File: src/rtl/core/lscc_pkg.sv
// package: shared constants, types and tables of the line sensor calibrate and centroid block
`timescale 1ns / 1ps
`default_nettype none
package lscc_pkg;

   localparam int SENSOR_COUNT = 16;
   localparam int SAMPLE_BITS  = 12;
   localparam int IDX_W        = 4;
   localparam int POS_W        = 16;
   localparam int SCALE_W      = 15;
   localparam int CNT_W        = 5;
   localparam int CNT_TOP      = 31;
   localparam int WACC_W       = 30;
   localparam int LACC_W       = 17;
   localparam int WEIGHT_STEP  = 1000;
   localparam int WEIGHT_W     = $clog2(WEIGHT_STEP * SENSOR_COUNT + 1);
   localparam int PMAX         = (WEIGHT_STEP * (SENSOR_COUNT + 1)) / 2;
   localparam int PMAX2        = 2 * PMAX;
   localparam int NUM_W        = $clog2(PMAX2 + 1);
   localparam int MUL_W        = 30;
   localparam int PROD_W       = 2 * MUL_W;
   localparam int RECIP3_SHIFT = 17;
   localparam int RECIP3       = ((2 ** RECIP3_SHIFT) + 2) / 3;
   // reciprocal of the half span, exact for every scaled centroid
   localparam int     RECIP_PMAX_SHIFT = 43;
   localparam longint RECIP_PMAX       =
      ((longint'(1) << RECIP_PMAX_SHIFT) + longint'(PMAX) - 1) / longint'(PMAX);
   localparam int DIV_N_W      = WACC_W;
   localparam int DIV_D_W      = LACC_W;
   localparam int DIV_CNT_W    = $clog2(DIV_N_W + 1);
   localparam int CSR_IDX_W    = 2;
   localparam int CSR_DATA_W   = 15;

   typedef logic [SAMPLE_BITS-1:0] sample_type;
   typedef logic [IDX_W-1:0]       idx_type;
   typedef logic [IDX_W:0]         idx_ext_type;
   typedef logic [CNT_W-1:0]       cnt_type;
   typedef logic [CNT_W:0]         cnt_ext_type;
   typedef logic [SCALE_W-1:0]     scale_type;
   typedef logic [WEIGHT_W-1:0]    weight_type;

   typedef enum logic [CSR_IDX_W-1:0] {
      REG_LEVEL_LOW      = 2'd0,
      REG_LEVEL_HIGH     = 2'd1,
      REG_POSITION_SCALE = 2'd2,
      REG_MIN_SPREAD     = 2'd3
   } csr_index_type;

   typedef struct packed {
      sample_type max_val;
      sample_type min_val;
      sample_type thr_val;
   } cal_rd_type;

   typedef struct packed {
      logic       en;
      idx_type    idx;
      sample_type max_val;
      sample_type min_val;
      sample_type thr_val;
   } cal_wr_type;

   typedef struct packed {
      logic               start;
      logic [DIV_N_W-1:0] dividend;
      logic [DIV_D_W-1:0] divisor;
   } div_req_type;

   typedef struct packed {
      logic               done;
      logic [DIV_N_W-1:0] quotient;
   } div_rsp_type;

   // weight of a sensor in the centroid sum
   function automatic weight_type weight_of(input idx_type idx);
      weight_of = weight_type'((int'(idx) + 1) * WEIGHT_STEP);
   endfunction

endpackage
`default_nettype wire

File: src/rtl/core/lscc_cal_store.sv
// per-sensor minimum, maximum and threshold storage
`timescale 1ns / 1ps
`default_nettype none
module lscc_cal_store import lscc_pkg::*; (
   input  logic       clock,
   input  logic       reset,
   input  idx_type    rd_idx,
   input  cal_wr_type wr,
   output cal_rd_type rd
);

   sample_type max_ff [SENSOR_COUNT];
   sample_type min_ff [SENSOR_COUNT];
   sample_type thr_ff [SENSOR_COUNT];
   cal_rd_type rd_ff;

   always_ff @(posedge clock) begin
      if (reset) begin
         for (int i = 0; i < SENSOR_COUNT; i++) begin
            max_ff[i] <= '0;
            min_ff[i] <= '1;
            thr_ff[i] <= '0;
         end
      end else if (wr.en) begin
         max_ff[wr.idx] <= wr.max_val;
         min_ff[wr.idx] <= wr.min_val;
         thr_ff[wr.idx] <= wr.thr_val;
      end
      rd_ff.max_val <= max_ff[rd_idx];
      rd_ff.min_val <= min_ff[rd_idx];
      rd_ff.thr_val <= thr_ff[rd_idx];
   end

   assign rd = rd_ff;

endmodule
`default_nettype wire

File: config.mk
export PLATFORM = sky130hd
export DESIGN_NAME = lscc_cal_store
export DESIGN_NICKNAME = d
export VERILOG_FILES = /design/src/rtl/core/lscc_pkg.sv /design/src/rtl/core/lscc_cal_store.sv
export SDC_FILE = /design/constraint.sdc
export NUM_CORES = 1
export LEC_CHECK = 0
export ABC_AREA = 1
export BUFFER_PORTS_ARGS = -buffer_cell sky130_fd_sc_hd__buf_2
export CELL_PAD_IN_SITES_DETAIL_PLACEMENT = 0
export CELL_PAD_IN_SITES_GLOBAL_PLACEMENT = 2
export CORE_AREA = 10 10 292 294
export CTS_CLUSTER_SIZE = 24
export DETAILED_ROUTE_END_ITERATION = 12
export DIE_AREA = 0 0 302 304
export PLACE_DENSITY = 0.8
export SETUP_SLACK_MARGIN = 0.15
export SLEW_MARGIN = 20
export SYNTH_ARGS = -nofsm -noshare
export SYNTH_HDL_FRONTEND = slang
export SYNTH_SLANG_ARGS = --single-unit
export TNS_END_PERCENT = 100
File: constraint.sdc
create_clock -name clock -period 2.6 [get_ports clock]
set_input_delay 0.52 -clock clock [delete_from_list [all_inputs] [get_ports clock]]
set_output_delay 0.52 -clock clock [all_outputs]
set_load 0.02 [all_outputs]
==> metrics.cfg <==
[global_routing]
antenna_found_initial = 6
grt_pass1_wl_um = 134000
grt.overflow.total = 0
grt.total_usage_pct = 19.4
grt_pass1_vias = 20900
grt_max_degree = 77

[clocking]
cts_tree = built
clk_latency_ns = 0.62
cts_made_buffers = 70
ctsHtreeMaxLevel = 3
clkSinkCount = 612
post_cts_buffers = 0
clk_root_buffer_cell = clkbuf_16
cts_max_path_buffers = 3
postCtsResizedCells = 0
cts_hold_buf = 0
clk_pin_slew_ns = 0.06

[die]
die_area_mm2 = 0.0918
die_w_um = 302
coreArea_mm2 = 0.0796
rows = 104
dieHeight_um = 304
initial_core_util_pct = 35.6
io_pins = 83

[layout]
num-nets-final = 3220
regArea_mm2 = 0.0180
drive_above_1_share_pct = 11.3
multiInputGateArea_mm2 = 0.00752
final_util_pct = 40.9
area.growth.synth_to_final_pct = 15.0
fillers = 7971

[synth]
syn_avg_cell_area_um2 = 9.10
synth.distinct_cells = 19
synth_xor_area_share_pct = 0
ys_warn_count = 0
synthSimpleGateAreaFrac_pct = 26.4
ys_ff_latch = 612
synthesis.nets = 3161
synth-compound-area-share_pct = 0
synthAdderAreaFrac_pct = 0
ys_seq_area_share_pct = 63.6
synth_top_family_by_area = simple AND/OR/NAND/NOR gates
muxShareOfSynthArea_pct = 0
netlist_area_mm2 = 0.0283
syn-instance-count = 3114

[timing]
fin_skew_ns = 0.0339
worst_pin_slew_ns = 0.875
setup_tns_ns = 0
fmax_mhz = 490
final-setup-viol-count = 0
hold_viol = 0
fin_ws_ns = 0.557
rsz0062_at_grt = false
holdWs_ns = 0.425
slew-limit-headroom_pct = 41.6
min_period_ns = 2.04
timing.final.crit_share_pct = 78.6
finalMaxSlewViolations = 0

[detailed_routing]
viasPerCell = 4.84
ant_nets = 0
drtIter0Drc = 1646
routedWlPerCell_um = 20.8
num_vias = 20800
routed_wl_um = 89300
drt-pass1-iter-count = 6
drc = 0

[setup_path]
crit_chain = buf_2
cp-end-kind = output pin
crit_slowest_cell = dfxtp_1
cp-startpoint = rd[15]$_DFF_P_
path_delay_family = flip-flops
critPathMaxStageDelay_ns = 0.64
cp_data_required_time_ns = 2.08
critPathMaxFanout = 1
startpoint_type = flip-flop
critical_path_class = flip-flop to output pin
crit-reg2reg-launch = min_ff[9][10]$_SDFFCE_PN1P_
cp.arrival_ns = 1.52
critPathBufInv = 1

[status]
outcome = complete, no violations

[job]
maxCapViolCount = 0

[place]
portBuffers = 82
post-place-ws_ns = 0.493
place.gp.congestion = 0.842
hpwl_um = 55100

[pwr]
ir_worst_vdd_uv = 405
power.leakage_nw = 14.3
power_density_mw_per_mm2 = 732

[hold_path]
hp-start = wr[23]
hold_path.class = input port to flip-flop

## final timing paths
| kind | end | slack (ns) | cells past startpoint |
|---|---|---|---|
| max reg2reg | rd[22]$_DFF_P_ | 1.24 | 6 |
| min | min_ff[8][11]$_SDFFCE_PN1P_ | 0.42 | 4 |
| max | rd[15] | 0.56 | 1 |
| min reg2reg | rd[16]$_DFF_P_ | 0.65 | 6 |
## layout by cell type (no fill, tap or decap), drive strengths merged
master    Yosys  routed
inv         495     498
nor3          1       1
bufinv        0       7
nand2       967     967
clkinv        1      20
clkinvlp      0       2
nor2        402     402
buf         130     188
nand3       435     435
diode         0       2
edfxtp      576     576
dfxtp        36      36
clkbuf       71      97
## synthesized netlist by cell type, drive strengths merged
master	n	area [um2]
clkinv	1	3.75
edfxtp	576	17300
clkbuf	71	267
nand3	435	2210
inv	495	1860
nor3	1	10.0
buf	130	716
dfxtp	36	721
nand2	967	3630
nor2	402	1620
## sequential cells by signal, summed over array words and instances, names as in the netlist
signal	count
rd	36
max_ff	192
min_ff	192
thr_ff	192
## metrics by stage
step	power (mW)	instances	instance area, um2
floorplan	13.0	3114	28400
detailed placement	14.0	4161	30300
global placement	13.9	4161	30300
global route	24.8	4289	32600
finish	23.9	4291	32600
CTS	24.1	4289	32600
## final cells by class
cell class                 instances  area share [%]
clock inverter                    31            1.09
timing repair buffer             188            4.64
sequential                       612            55.3
antenna                            2          0.0153
multi-input combinational       1805            23.1
clock buffer                      97            6.12
inverter                         496            5.74
tap                             1060            4.07
## cell families (layout without fill, tap and decap cells)
| family | count (synthesis) | in the layout |
|---|---|---|
| buffers and inverters | 697 | 812 |
| flip-flops | 612 | 612 |
| other | 0 | 2 |
| AND/OR/NAND/NOR | 1805 | 1805 |
## layer usage
metal | vias to the layer above | wire length [um] | GRT usage [%] | share of wire, %
li1 | 9884 | - | - | -
met1 | 10000 | 38600 | 26.2 | 43
met2 | 683 | 41300 | 30.8 | 46
met3 | 156 | 6630 | 3.45 | 7.4
met4 | 2 | 2770 | 6.99 | 3.1
met5 | - | 13 | 0 | 0.015
## report_power, final
part	leakage [nW]	switching (mW)	internal, mW	total [mW]
Clock	1.15	4.07	6.07	10.1
Combinational	7.26	1.58	0.578	2.15
Sequential	5.90	0.218	11.4	11.6
Total	14.3	5.87	18.0	23.9
Note: power is estimated with default switching activity, not from simulation.
