**src/rtl/core/lscc_pkg.sv**
```systemverilog
// package: shared constants, types and tables of the line sensor calibrate and centroid block
`timescale 1ns / 1ps
`default_nettype none
package lscc_pkg;

   localparam int SENSOR_COUNT = 16;
   localparam int SAMPLE_BITS  = 12;
   localparam int IDX_W        = 4;
   localparam int POS_W        = 16;
   localparam int SCALE_W      = 15;
   localparam int CNT_W        = 5;
   localparam int CNT_TOP      = 31;
   localparam int WACC_W       = 30;
   localparam int LACC_W       = 17;
   localparam int WEIGHT_STEP  = 1000;
   localparam int WEIGHT_W     = $clog2(WEIGHT_STEP * SENSOR_COUNT + 1);
   localparam int PMAX         = (WEIGHT_STEP * (SENSOR_COUNT + 1)) / 2;
   localparam int PMAX2        = 2 * PMAX;
   localparam int NUM_W        = $clog2(PMAX2 + 1);
   localparam int MUL_W        = 30;
   localparam int PROD_W       = 2 * MUL_W;
   localparam int RECIP3_SHIFT = 17;
   localparam int RECIP3       = ((2 ** RECIP3_SHIFT) + 2) / 3;
   // reciprocal of the half span, exact for every scaled centroid
   localparam int     RECIP_PMAX_SHIFT = 43;
   localparam longint RECIP_PMAX       =
      ((longint'(1) << RECIP_PMAX_SHIFT) + longint'(PMAX) - 1) / longint'(PMAX);
   localparam int DIV_N_W      = WACC_W;
   localparam int DIV_D_W      = LACC_W;
   localparam int DIV_CNT_W    = $clog2(DIV_N_W + 1);
   localparam int CSR_IDX_W    = 2;
   localparam int CSR_DATA_W   = 15;

   typedef logic [SAMPLE_BITS-1:0] sample_type;
   typedef logic [IDX_W-1:0]       idx_type;
   typedef logic [IDX_W:0]         idx_ext_type;
   typedef logic [CNT_W-1:0]       cnt_type;
   typedef logic [CNT_W:0]         cnt_ext_type;
   typedef logic [SCALE_W-1:0]     scale_type;
   typedef logic [WEIGHT_W-1:0]    weight_type;

   typedef enum logic [CSR_IDX_W-1:0] {
      REG_LEVEL_LOW      = 2'd0,
      REG_LEVEL_HIGH     = 2'd1,
      REG_POSITION_SCALE = 2'd2,
      REG_MIN_SPREAD     = 2'd3
   } csr_index_type;

   typedef struct packed {
      sample_type max_val;
      sample_type min_val;
      sample_type thr_val;
   } cal_rd_type;

   typedef struct packed {
      logic       en;
      idx_type    idx;
      sample_type max_val;
      sample_type min_val;
      sample_type thr_val;
   } cal_wr_type;

   typedef struct packed {
      logic               start;
      logic [DIV_N_W-1:0] dividend;
      logic [DIV_D_W-1:0] divisor;
   } div_req_type;

   typedef struct packed {
      logic               done;
      logic [DIV_N_W-1:0] quotient;
   } div_rsp_type;

   // weight of a sensor in the centroid sum
   function automatic weight_type weight_of(input idx_type idx);
      weight_of = weight_type'((int'(idx) + 1) * WEIGHT_STEP);
   endfunction

endpackage
`default_nettype wire

```
**src/rtl/core/lscc_div.sv**
```systemverilog
// restoring divider, one quotient bit per cycle
`timescale 1ns / 1ps
`default_nettype none
module lscc_div import lscc_pkg::*; (
   input  logic        clock,
   input  logic        reset,
   input  div_req_type div_req,
   output div_rsp_type div_rsp
);

   logic                 busy_ff, busy_in;
   logic                 done_ff, done_in;
   logic [DIV_CNT_W-1:0] cnt_ff, cnt_in;
   logic [DIV_D_W-1:0]   rem_ff, rem_in;
   logic [DIV_N_W-1:0]   quo_ff, quo_in;
   logic [DIV_D_W-1:0]   divisor_ff, divisor_in;
   logic [DIV_D_W:0]     rem_sh;
   logic [DIV_D_W:0]     trial;

   always_comb begin
      busy_in    = busy_ff;
      done_in    = 1'b0;
      cnt_in     = cnt_ff;
      rem_in     = rem_ff;
      quo_in     = quo_ff;
      divisor_in = divisor_ff;
      rem_sh     = {rem_ff, quo_ff[DIV_N_W-1]};
      trial      = rem_sh - {1'b0, divisor_ff};
      if (div_req.start) begin
         busy_in    = 1'b1;
         cnt_in     = DIV_CNT_W'(DIV_N_W);
         rem_in     = '0;
         quo_in     = div_req.dividend;
         divisor_in = div_req.divisor;
      end else if (busy_ff) begin
         if (!trial[DIV_D_W]) begin
            rem_in = trial[DIV_D_W-1:0];
            quo_in = {quo_ff[DIV_N_W-2:0], 1'b1};
         end else begin
            rem_in = rem_sh[DIV_D_W-1:0];
            quo_in = {quo_ff[DIV_N_W-2:0], 1'b0};
         end
         cnt_in = cnt_ff - 1'b1;
         if (cnt_ff == DIV_CNT_W'(1)) begin
            busy_in = 1'b0;
            done_in = 1'b1;
         end
      end
   end

   always_ff @(posedge clock) begin
      if (reset) begin
         busy_ff <= 1'b0;
         done_ff <= 1'b0;
         cnt_ff  <= '0;
      end else begin
         busy_ff <= busy_in;
         done_ff <= done_in;
         cnt_ff  <= cnt_in;
      end
      rem_ff     <= rem_in;
      quo_ff     <= quo_in;
      divisor_ff <= divisor_in;
   end

   assign div_rsp.done     = done_ff;
   assign div_rsp.quotient = quo_ff;

endmodule
`default_nettype wire

```
**config.mk**
```make
export PLATFORM = sky130hd
export DESIGN_NAME = lscc_div
export DESIGN_NICKNAME = d
export VERILOG_FILES = /design/src/rtl/core/lscc_pkg.sv /design/src/rtl/core/lscc_div.sv
export SDC_FILE = /design/constraint.sdc
export NUM_CORES = 1
export LEC_CHECK = 0
export ABC_CLOCK_PERIOD_IN_PS = 4100
export BUFFER_PORTS_ARGS = -buffer_cell sky130_fd_sc_hd__buf_4
export CAP_MARGIN = 20
export CORE_AREA = 3 3 164 86
export CTS_CLUSTER_DIAMETER = 40
export DETAILED_ROUTE_END_ITERATION = 12
export DIE_AREA = 0 0 167 89
export GPL_ROUTABILITY_DRIVEN = 0
export HOLD_SLACK_MARGIN = 0.1
export PLACE_DENSITY_LB_ADDON = 0.08
export SLEW_MARGIN = 10
export SYNTH_ARGS = -nofsm -noshare
export SYNTH_HDL_FRONTEND = slang
export SYNTH_SLANG_ARGS = --single-unit
```
**constraint.sdc**
```tcl
create_clock -name clock -period 4.1 [get_ports clock]
set_input_delay 0.82 -clock clock [delete_from_list [all_inputs] [get_ports clock]]
set_output_delay 0.82 -clock clock [all_outputs]
set_load 0.02 [all_outputs]
```
==> out/results.ini, run 1 <==
[status]
outcome=finished, final reports clean

[layout]
final_common_cell=buf_4
final_cell_mix=84 x buf_4, 47 x edfxtp_1, 29 x nor2_1, 29 x mux2_2, 24 x dfxtp_1
nFillCells=1260
drive_gt1_frac=0.316
fin_util=0.383
diodes=0
nNetsFinal=492
area_growth_pct=26.6
multi_input_area_sq_um=1740
area.sequential_sq_um=1890
final_cells=597

[synthesis]
syn_nets=411
synth_area_per_cell_sq_um=11.2
yosysUniqueCellTypes=54
syn_area_sq_um=3830
yosysTopAreaCell=edfxtp_1
syn_inst=341
async_reset_ff_frac=0
yosys-top-cells-area=edfxtp_1 37%, dfxtp_1 13%, mux2_2 8.5%
synth_enable_flop_cells=47
synth-main-ff-cell=edfxtp_1
synth_top_area_frac=0.368
ys_ff_latch=71
yosys_warnings=0
ys_seq_area_frac=0.493

[setup_path]
crit_path_end_kind=flip-flop
path_max_fanout=11
crit_required_ns=4.28
startpoint_type=flip-flop
crit_type=reg2reg
arrival_ns=2.99

[cts]
clkSlewWorstSetupHoldPaths_ns=0.06
post_cts_buffers=0
cts_resized=0
ctsRootBufferMaster=clkbuf_16
clock_latency_ns=0.33
htreeDepth=3
cts_buffer_depth=2
cts_made_buffers=9
cts_tree=yes
cts.sinks=71
hold_buffers=0

[drt]
drtAntennaViolNets=0
routed_wl_mm=8.84
drc=0
via_per_inst=4.75
vias=2833
wl_per_cell_microns=14.8
drt-initial-drc-count=128
drt_pass1_iterations=4

[power]
p_total_w=0.00203
power.leakage_nw=1.99
ir_drop_mv=0.188
p_per_area_nw_per_um2=418

[timing]
fin_ws_ns=1.29
hold_violations=0
max_freq_mhz=356
final.period_utilization=0.686
finalSetupTns_ns=0
maxSlewHeadroom=0.428
slew_viol_final=0
worst_pin_slew_ns=0.856
setup_viol=0
clock_skew_ns=0.00569
rsz0062_at_grt=false
period_needed_ns=2.81

[global_route]
antenna_found_initial=0
grt_pass1_vias=2947
grt_max_degree=45
track_usage=0.123
grt_pass1_wl_mm=14.6
overflow=0

[die]
die_x_microns=167
rows=29
dieArea_sq_um=14900
start_util=0.303
core_sq_um=12700
die_h_microns=89
pin_count=81

[placed_design]
place_ws_ns=1.26
port_buffers=80
hpwl_mm=6.27
dp.cells=581

[worst_hold_path]
hp-class=reg2reg

[run]
drv_cap=0

final timing paths:
check	startpoint	to	slack (ns)	cells after the start
worst min-delay path	rem_ff[4]	rem_ff[4]	0.48	2
worst max register to register	rem_ff[13]	rem_ff[3]	1.29	9
worst max-delay path	rem_ff[13]	rem_ff[3]	1.29	9
worst min register to register	rem_ff[4]	rem_ff[4]	0.48	2
cell usage after synthesis (all sizes together), types with 2 or more instances:
| master | instances |
|---|---|
| a22o | 2 |
| clkbuf | 6 |
| nand3 | 3 |
| a211oi | 6 |
| xor2 | 9 |
| buf | 8 |
| a31oi | 3 |
| a21o | 5 |
| nand2b | 6 |
| a311oi | 2 |
| nand4 | 2 |
| o211ai | 5 |
| dfxtp | 24 |
| o21ai | 14 |
| nor3 | 8 |
| nor3b | 2 |
| a21oi | 20 |
| mux2 | 29 |
| o21a | 2 |
| nor2b | 2 |
| nand2 | 22 |
| ha | 19 |
| or3 | 2 |
| inv | 23 |
| xnor2 | 7 |
| mux2i | 14 |
| o31ai | 3 |
| o2111ai | 2 |
| nor2 | 29 |
| edfxtp | 47 |
cell families (layout without fill, tap and decap cells):
| kind of cell | Yosys count | after routing | share of synthesized area |
|---|---|---|---|
| xor gates and xnor gates | 16 | 16 | 0.0365 |
| muxes | 43 | 43 | 0.122 |
| and+or+nand+nor | 83 | 83 | 0.107 |
| adders and majority gates | 20 | 20 | 0.0672 |
| AOI/OAI and AO/OA | 71 | 71 | 0.121 |
| buffers and inverters | 37 | 123 | 0.0529 |
| DFF | 71 | 71 | 0.493 |
registers in the layout (all words and copies together) (netlist names):
name,flops
rem_ff,17
busy_ff,1
done_ff,1
quo_ff,30
divisor_ff,17
cnt_ff,5
routing by layer:
metal | routed length [microns] | vias up | track usage
met5 | 0 | - | 0
met4 | 59 | 0 | 0.0314
met3 | 729 | 4 | 0.0539
met1 | 4180 | 1344 | 0.155
li1 | - | 1413 | -
met2 | 3880 | 72 | 0.197
metrics by stage:
step	hold slack (ns)	cell area, sq um
6_report	0.476	4850
2_1_floorplan	0.445	3830
5_1_grt	0.495	4850
4_1_cts	0.478	4850
3_3_place_gp	0.459	4560
3_5_place_dp	0.470	4560
critical path, stage by stage, from the launching register on:
cell and delay (ns):
dfxtp_1 0.33, ha_1 0.42, a21oi_1 0.10, o21ai_0 0.42
nor2_1 0.08, and3_4 0.21, nor3_4 0.52, buf_4 0.30
mux2i_1 0.20, a211oi_1 0.09
report_power, final:
part / switching [W] / total (W) / internal [W]
clock: 0.000294 / 0.000766 / 0.000471
combinational: 0.000214 / 0.000398 / 0.000184
sequential: 0.0000324 / 0.000867 / 0.000834
area by class of cell:
cell class              count  share of cell area
clock buffers              11              0.0480
clock inverters             5              0.0121
inverters                  23              0.0178
multi-input cells         233               0.359
flip-flops and latches     71               0.390
well taps                 170              0.0438
repair buffers             84               0.130
Power figures use the tool's default switching activity.
==> run 2: changes to the inputs <==
--- a/config.mk
+++ b/config.mk
@@ -5,7 +5,7 @@
 export SDC_FILE = /design/constraint.sdc
 export NUM_CORES = 1
 export LEC_CHECK = 0
-export ABC_CLOCK_PERIOD_IN_PS = 4100
+export ABC_CLOCK_PERIOD_IN_PS = 2300
 export BUFFER_PORTS_ARGS = -buffer_cell sky130_fd_sc_hd__buf_4
 export CAP_MARGIN = 20
 export CORE_AREA = 3 3 164 86
==> constraint.sdc (replaced) <==
create_clock -name clock -period 2.3 [get_ports clock]
set_input_delay 0.46 -clock clock [delete_from_list [all_inputs] [get_ports clock]]
set_output_delay 0.46 -clock clock [all_outputs]
set_load 0.02 [all_outputs]
==> run 2 against run 1 <==
- critical endpoint is now rem_ff[13]
- global-route usage up 0.80 points
- largest power group is now the clock network
- critical path type unchanged
- hold slack lost 0.18 ns
- flip-flop and latch count stayed put
- clock power grew 110%
==> out/results.ini, run 2 (synthesis gave the netlist of run 1 again) <==
[layout]
fin_util=0.428  ; +0.0445
final_cells=642  ; +7.5%
area_growth_pct=41.2
nNetsFinal=537  ; +9.1%
largest_register=quo_ff
diodes=0  ; unchanged
top_regs=quo_ff (30), divisor_ff (17), rem_ff (17)
final_common_cell=buf_4
final_cell_mix=125 x buf_4, 47 x edfxtp_1, 29 x mux2_2
largest_reg_flops=30  ; unchanged
drive_gt1_frac=0.428  ; +0.112

[timing]
hold_violations=0  ; unchanged
slew_viol_final=0  ; unchanged
maxSlewHeadroom=0.644  ; +0.217
clock_skew_ns=0.00631  ; +0.000626 ns
setup_viol=0  ; unchanged
max_freq_mhz=439  ; +24%
holdWs_ns=0.300  ; -0.176 ns
final.period_utilization=0.989  ; +0.304
rsz0062_at_grt=true
worst_pin_slew_ns=0.533  ; -0.323 ns
period_needed_ns=2.28  ; -0.535 ns

[setup_path]
crit_type=reg2reg
rr_endpoint=rem_ff[13]
cp-endpoint=rem_ff[13]
crit_path_end_kind=flip-flop
r2r_start=divisor_ff[1]
path_max_fanout=7  ; -4
startpoint=divisor_ff[1]
arrival_ns=2.48  ; -0.51 ns
r2r_slack_ns=0.02  ; -1.26 ns
r2r_cells=11  ; +2
crit_required_ns=2.51  ; -1.77 ns
startpoint_type=flip-flop

[cts]
clkSlewWorstSetupHoldPaths_ns=0.06  ; about the same
cts_tree=yes
ctsRootBufferMaster=clkbuf_16
cts.sinks=71  ; unchanged
clock_latency_ns=0.33  ; about the same
hold_buffers=0  ; unchanged
cts_buffer_depth=2  ; unchanged
cts_made_buffers=9  ; unchanged
htreeDepth=3  ; unchanged

[drt]
via_per_inst=4.63  ; -2.4%
routed_wl_mm=9.63  ; +8.9%
drt_pass1_iterations=4  ; unchanged
drc=0  ; unchanged
vias=2974  ; +5.0%
wl_per_cell_microns=15.0  ; +1.3%
drt-initial-drc-count=105  ; -18%
drtAntennaViolNets=0  ; unchanged

[global_route]
grt_pass1_wl_mm=15.4  ; +5.5%
track_usage=0.131  ; +0.00801
grt_pass1_vias=3108  ; +5.5%
antenna_found_initial=0  ; unchanged
overflow=0  ; unchanged
grt_max_degree=37  ; -18%

[power]
power.leakage_nw=2.28  ; +15%
p_per_area_nw_per_um2=749  ; +79%
ir_drop_mv=0.351  ; +86%

[worst_hold_path]
hp-class=in2reg

[placed_design]
dp.cells=622  ; +7.1%
port_buffers=80  ; unchanged
hpwl_mm=7.13  ; +14%

[die]
dieArea_sq_um=14900  ; unchanged
start_util=0.303  ; unchanged
core_sq_um=12700  ; unchanged
pin_count=81  ; unchanged
die_h_microns=89  ; unchanged
rows=29  ; unchanged
die_x_microns=167  ; unchanged

[run]
drv_cap=0  ; unchanged

[status]
outcome=finished, final reports clean

==> run 2: cell types whose count changed in the layout (fill, tap and decap cells not counted), sizes merged <==
cell and change:
buf +45, clkbuf -2, bufinv +2, clkinvlp -1, inv +1
==> run 2: how the worst min path moves through the flow <==
stage | slack [ns] | startpoint | cells past startpoint | to
finish | 0.30 | div_req[7] | 1 | divisor_ff[7]
global placement | 0.46 | rem_ff[2] | 2 | rem_ff[2]
floorplan | 0.45 | rem_ff[13] | 2 | rem_ff[13]
CTS | 0.29 | div_req[15] | 1 | divisor_ff[15]
detailed placement | 0.46 | rem_ff[4] | 2 | rem_ff[4]
global route | 0.28 | div_req[15] | 1 | divisor_ff[15]
==> run 2: report_power, final <==
part / internal, W / switching, W / total (W)
Sequential: 0.00149 / 0.0000633 / 0.00155
Combinational: 0.000442 / 0.000434 / 0.000875
Clock: 0.00106 / 0.000567 / 0.00163
Total: 0.00299 / 0.00106 / 0.00405
==> run 2: repair_timing <==
| item | 4_1_cts | 5_1_grt |
|---|---|---|
| buffers inserted | 1 | 3 |
| resized for setup | 10 | 20 |
| setup endpoints to repair | 13 | 17 |
| pin swaps | 5 | 14 |
==> run 2: metal layers <==
layer  GRT usage  wire, microns
met4      0.0352             84
met5           0              0
met3      0.0517            704
met1       0.175           4800
met2       0.201           4040
==> run 2: worst max-delay path, stage by stage, from the launching register on <==
cell,delay [ns]
edfxtp_1,0.34
inv_1,0.05
ha_1,0.26
nor2b_4,0.14
o2111ai_2,0.13
a211o_1,0.32
o211ai_1,0.33
nor3_4,0.10
buf_6,0.15
buf_4,0.13
mux2i_1,0.14
o21ai_1,0.07
==> run 2: layout make-up <==
class | instances | area (sq um)
fillers | 1208 | 7250
flip-flops and latches | 71 | 1890
multi-input cells | 233 | 1880
repair buffers | 129 | 1000
clock buffers | 9 | 225
well taps | 170 | 213
clock inverters | 7 | 120
inverters | 23 | 86.3
==> run 2: per-stage QoR <==
stage          setup WS, ns  instance area [sq um]  TNS, ns  total power (W)
2_1_floorplan        -0.119                   3840   -0.798          0.00204
3_3_place_gp        -0.0536                   4900   -0.105          0.00239
3_5_place_dp         -0.121                   4900   -0.367          0.00239
4_1_cts             -0.0251                   5300  -0.0251          0.00407
5_1_grt              -0.140                   5420   -0.905          0.00426
6_report             0.0246                   5420        0          0.00405
==> run 3: changes to the inputs <==
--- a/config.mk
+++ b/config.mk
@@ -5,7 +5,7 @@
 export SDC_FILE = /design/constraint.sdc
 export NUM_CORES = 1
 export LEC_CHECK = 0
-export ABC_CLOCK_PERIOD_IN_PS = 2300
+export ABC_CLOCK_PERIOD_IN_PS = 2600
 export BUFFER_PORTS_ARGS = -buffer_cell sky130_fd_sc_hd__buf_4
 export CAP_MARGIN = 20
 export CORE_AREA = 3 3 164 86
@@ -15,6 +15,7 @@
 export GPL_ROUTABILITY_DRIVEN = 0
 export HOLD_SLACK_MARGIN = 0.1
 export PLACE_DENSITY_LB_ADDON = 0.08
+export SETUP_SLACK_MARGIN = 0.5
 export SLEW_MARGIN = 10
 export SYNTH_ARGS = -nofsm -noshare
 export SYNTH_HDL_FRONTEND = slang
==> constraint.sdc (replaced) <==
create_clock -name clock -period 2.6 [get_ports clock]
set_input_delay 0.52 -clock clock [delete_from_list [all_inputs] [get_ports clock]]
set_output_delay 0.52 -clock clock [all_outputs]
set_load 0.02 [all_outputs]
==> run 3 against run 2 <==
- sequential power is 12% lower
- critical path type unchanged
- largest power group is now sequential cells
- first-iteration DRC count is 14% lower
- routed wire length is 4.8% lower
- critical endpoint is now rem_ff[9]
- cell count is 3.9% lower
- clock skew is 0.0045 ns higher
- count of clock-buffer cells in the layout stayed put
- total power is 15% lower
- highest routed layer unchanged
- maximum frequency is 3.1% lower
- hold slack better by 0.062 ns
==> out/results.ini, run 3 (synthesis gave the netlist of run 1 again) <==
[layout]
nFillCells=1240  ; +2.6%
top_regs=quo_ff (30), divisor_ff (17), rem_ff (17)
final_common_cell=buf_4
area_growth_pct=37.5
nNetsFinal=513  ; -4.5%
final_cell_mix=98 x buf_4, 47 x edfxtp_1, 29 x mux2_2
diodes=0  ; unchanged
largest_register=quo_ff
drive_gt1_frac=0.421  ; -0.00738
largest_reg_flops=30  ; unchanged

[timing]
max_freq_mhz=426  ; -3.1%
setup_viol=0  ; unchanged
maxSlewHeadroom=0.539  ; -0.105
period_needed_ns=2.35  ; +0.0724 ns
slew_viol_final=0  ; unchanged
clock_skew_ns=0.0108  ; +0.00446 ns
finalSetupTns_ns=0  ; unchanged
hold_violations=0  ; unchanged
rsz0062_at_grt=true
holdWs_ns=0.362  ; +0.0616 ns
final.period_utilization=0.903  ; -0.0863
worst_pin_slew_ns=0.689  ; +0.157 ns

[placed_design]
port_buffers=80  ; unchanged
hpwl_mm=6.52  ; -8.7%

[setup_path]
crit_required_ns=2.82  ; +0.31 ns
r2r_cells=11  ; unchanged
crit_type=reg2reg
arrival_ns=2.56  ; +0.08 ns
cpMaxStageDelayCell=edfxtp_1
startpoint_type=flip-flop
crit_path_end_kind=flip-flop
path_max_fanout=6  ; -1
crit_chain=inv_1, ha_1, nor2b_4, o2111ai_2, a211o_1, and3_4, nor3_4, buf_6, buf_12, mux2i_1, a211oi_1
slowest_delay_ns=0.34  ; about the same
startpoint=divisor_ff[1]
r2r_start=divisor_ff[1]

[drt]
routed_wl_mm=9.17  ; -4.8%
vias=2887  ; -2.9%
wl_per_cell_microns=14.9  ; -0.94%
drt-initial-drc-count=90  ; -14%
drtAntennaViolNets=0  ; unchanged
via_per_inst=4.68  ; +1.0%
drt_pass1_iterations=4  ; unchanged
drc=0  ; unchanged

[die]
pin_count=81  ; unchanged
die_h_microns=89  ; unchanged
rows=29  ; unchanged
die_x_microns=167  ; unchanged
core_sq_um=12700  ; unchanged
start_util=0.303  ; unchanged
dieArea_sq_um=14900  ; unchanged

[cts]
hold_buffers=0  ; unchanged
cts.sinks=71  ; unchanged
cts_tree=yes
cts_made_buffers=9  ; unchanged
cts_buffer_depth=2  ; unchanged
htreeDepth=3  ; unchanged
ctsRootBufferMaster=clkbuf_16
clkSlewWorstSetupHoldPaths_ns=0.06  ; about the same
clock_latency_ns=0.34  ; about the same

[run]
drv_cap=0  ; unchanged

[power]
p_per_area_nw_per_um2=650  ; -13%
power.leakage_nw=2.14  ; -6.1%
ir_drop_mv=0.293  ; -17%

[global_route]
overflow=0  ; unchanged
antenna_found_initial=0  ; unchanged
grt_max_degree=31  ; -16%
track_usage=0.126  ; -0.00530
grt_pass1_wl_mm=14.7  ; -5.1%
grt_pass1_vias=2936  ; -5.5%

[worst_hold_path]
hp-class=in2reg
whs_path_depth=1  ; unchanged
hp-start=div_req[9]

[status]
outcome=finished, final reports clean

-- run 3: cell types whose count changed in the layout (fill, tap and decap cells not counted), sizes merged --
cell | before | now
buf | 129 | 105
bufinv | 3 | 2
-- run 3: power by group --
group | switching, W | internal (W) | total (W) | leakage (nW)
sequential | 0.0000558 | 0.00131 | 0.00137 | 0.666
combinational | 0.000367 | 0.000357 | 0.000725 | 1.32
clock | 0.000494 | 0.000841 | 0.00133 | 0.152
total | 0.000917 | 0.00251 | 0.00343 | 2.14
-- run 3: worst paths after layout --
check                   to  slack [ns]
max              rem_ff[9]        0.25
min          divisor_ff[9]        0.36
max reg2reg      rem_ff[9]        0.25
min reg2reg      rem_ff[4]        0.47
-- run 3: cell type report --
type                    count  area, sq um  share of cell area
inverters                  23         86.3              0.0164
well taps                 170          213              0.0403
repair buffers            105          848               0.161
flip-flops and latches     71         1890               0.359
clock buffers               9          225              0.0427
multi-input cells         233         1910               0.363
clock inverters             6         93.8              0.0178
-- run 3: what timing repair did --
| item | in CTS | in global routing |
|---|---|---|
| buffers inserted | 7 | 5 |
| setup endpoints to repair | 18 | 18 |
| cloned | 1 | 0 |
| resized for setup | 24 | 19 |
| pin swaps | 16 | 17 |
-- run 3: layer usage --
layer | GRT usage | vias to the layer above | part of all wire
met2 | 0.187 | 78 | 0.42
met1 | 0.163 | 1345 | 0.48
met5 | 0 | - | 0
met3 | 0.0579 | 10 | 0.079
li1 | - | 1454 | -
met4 | 0.0427 | 0 | 0.015
-- run 3: stage by stage --
step            util  setup WS, ns  instance area (sq um)  instances  total power (W)
2_1_floorplan      -         0.181                   3840        341          0.00180
5_1_grt        0.416         0.113                   5270        617          0.00361
3_5_place_dp   0.367         0.123                   4650        589          0.00204
3_3_place_gp   0.367         0.189                   4650        589          0.00204
4_1_cts        0.408         0.212                   5170        612          0.00346
6_report       0.416         0.252                   5270        617          0.00343
-- run 3: worst max-delay path: cells and delay by family, from the launching register on --
| family | cells | cell delay, ns |
|---|---|---|
| flops | 1 | 0.34 |
| fa+ha+maj | 1 | 0.26 |
| simple gates | 3 | 0.58 |
| mux | 1 | 0.19 |
| buf+inv | 3 | 0.31 |
| compound gates | 3 | 0.54 |
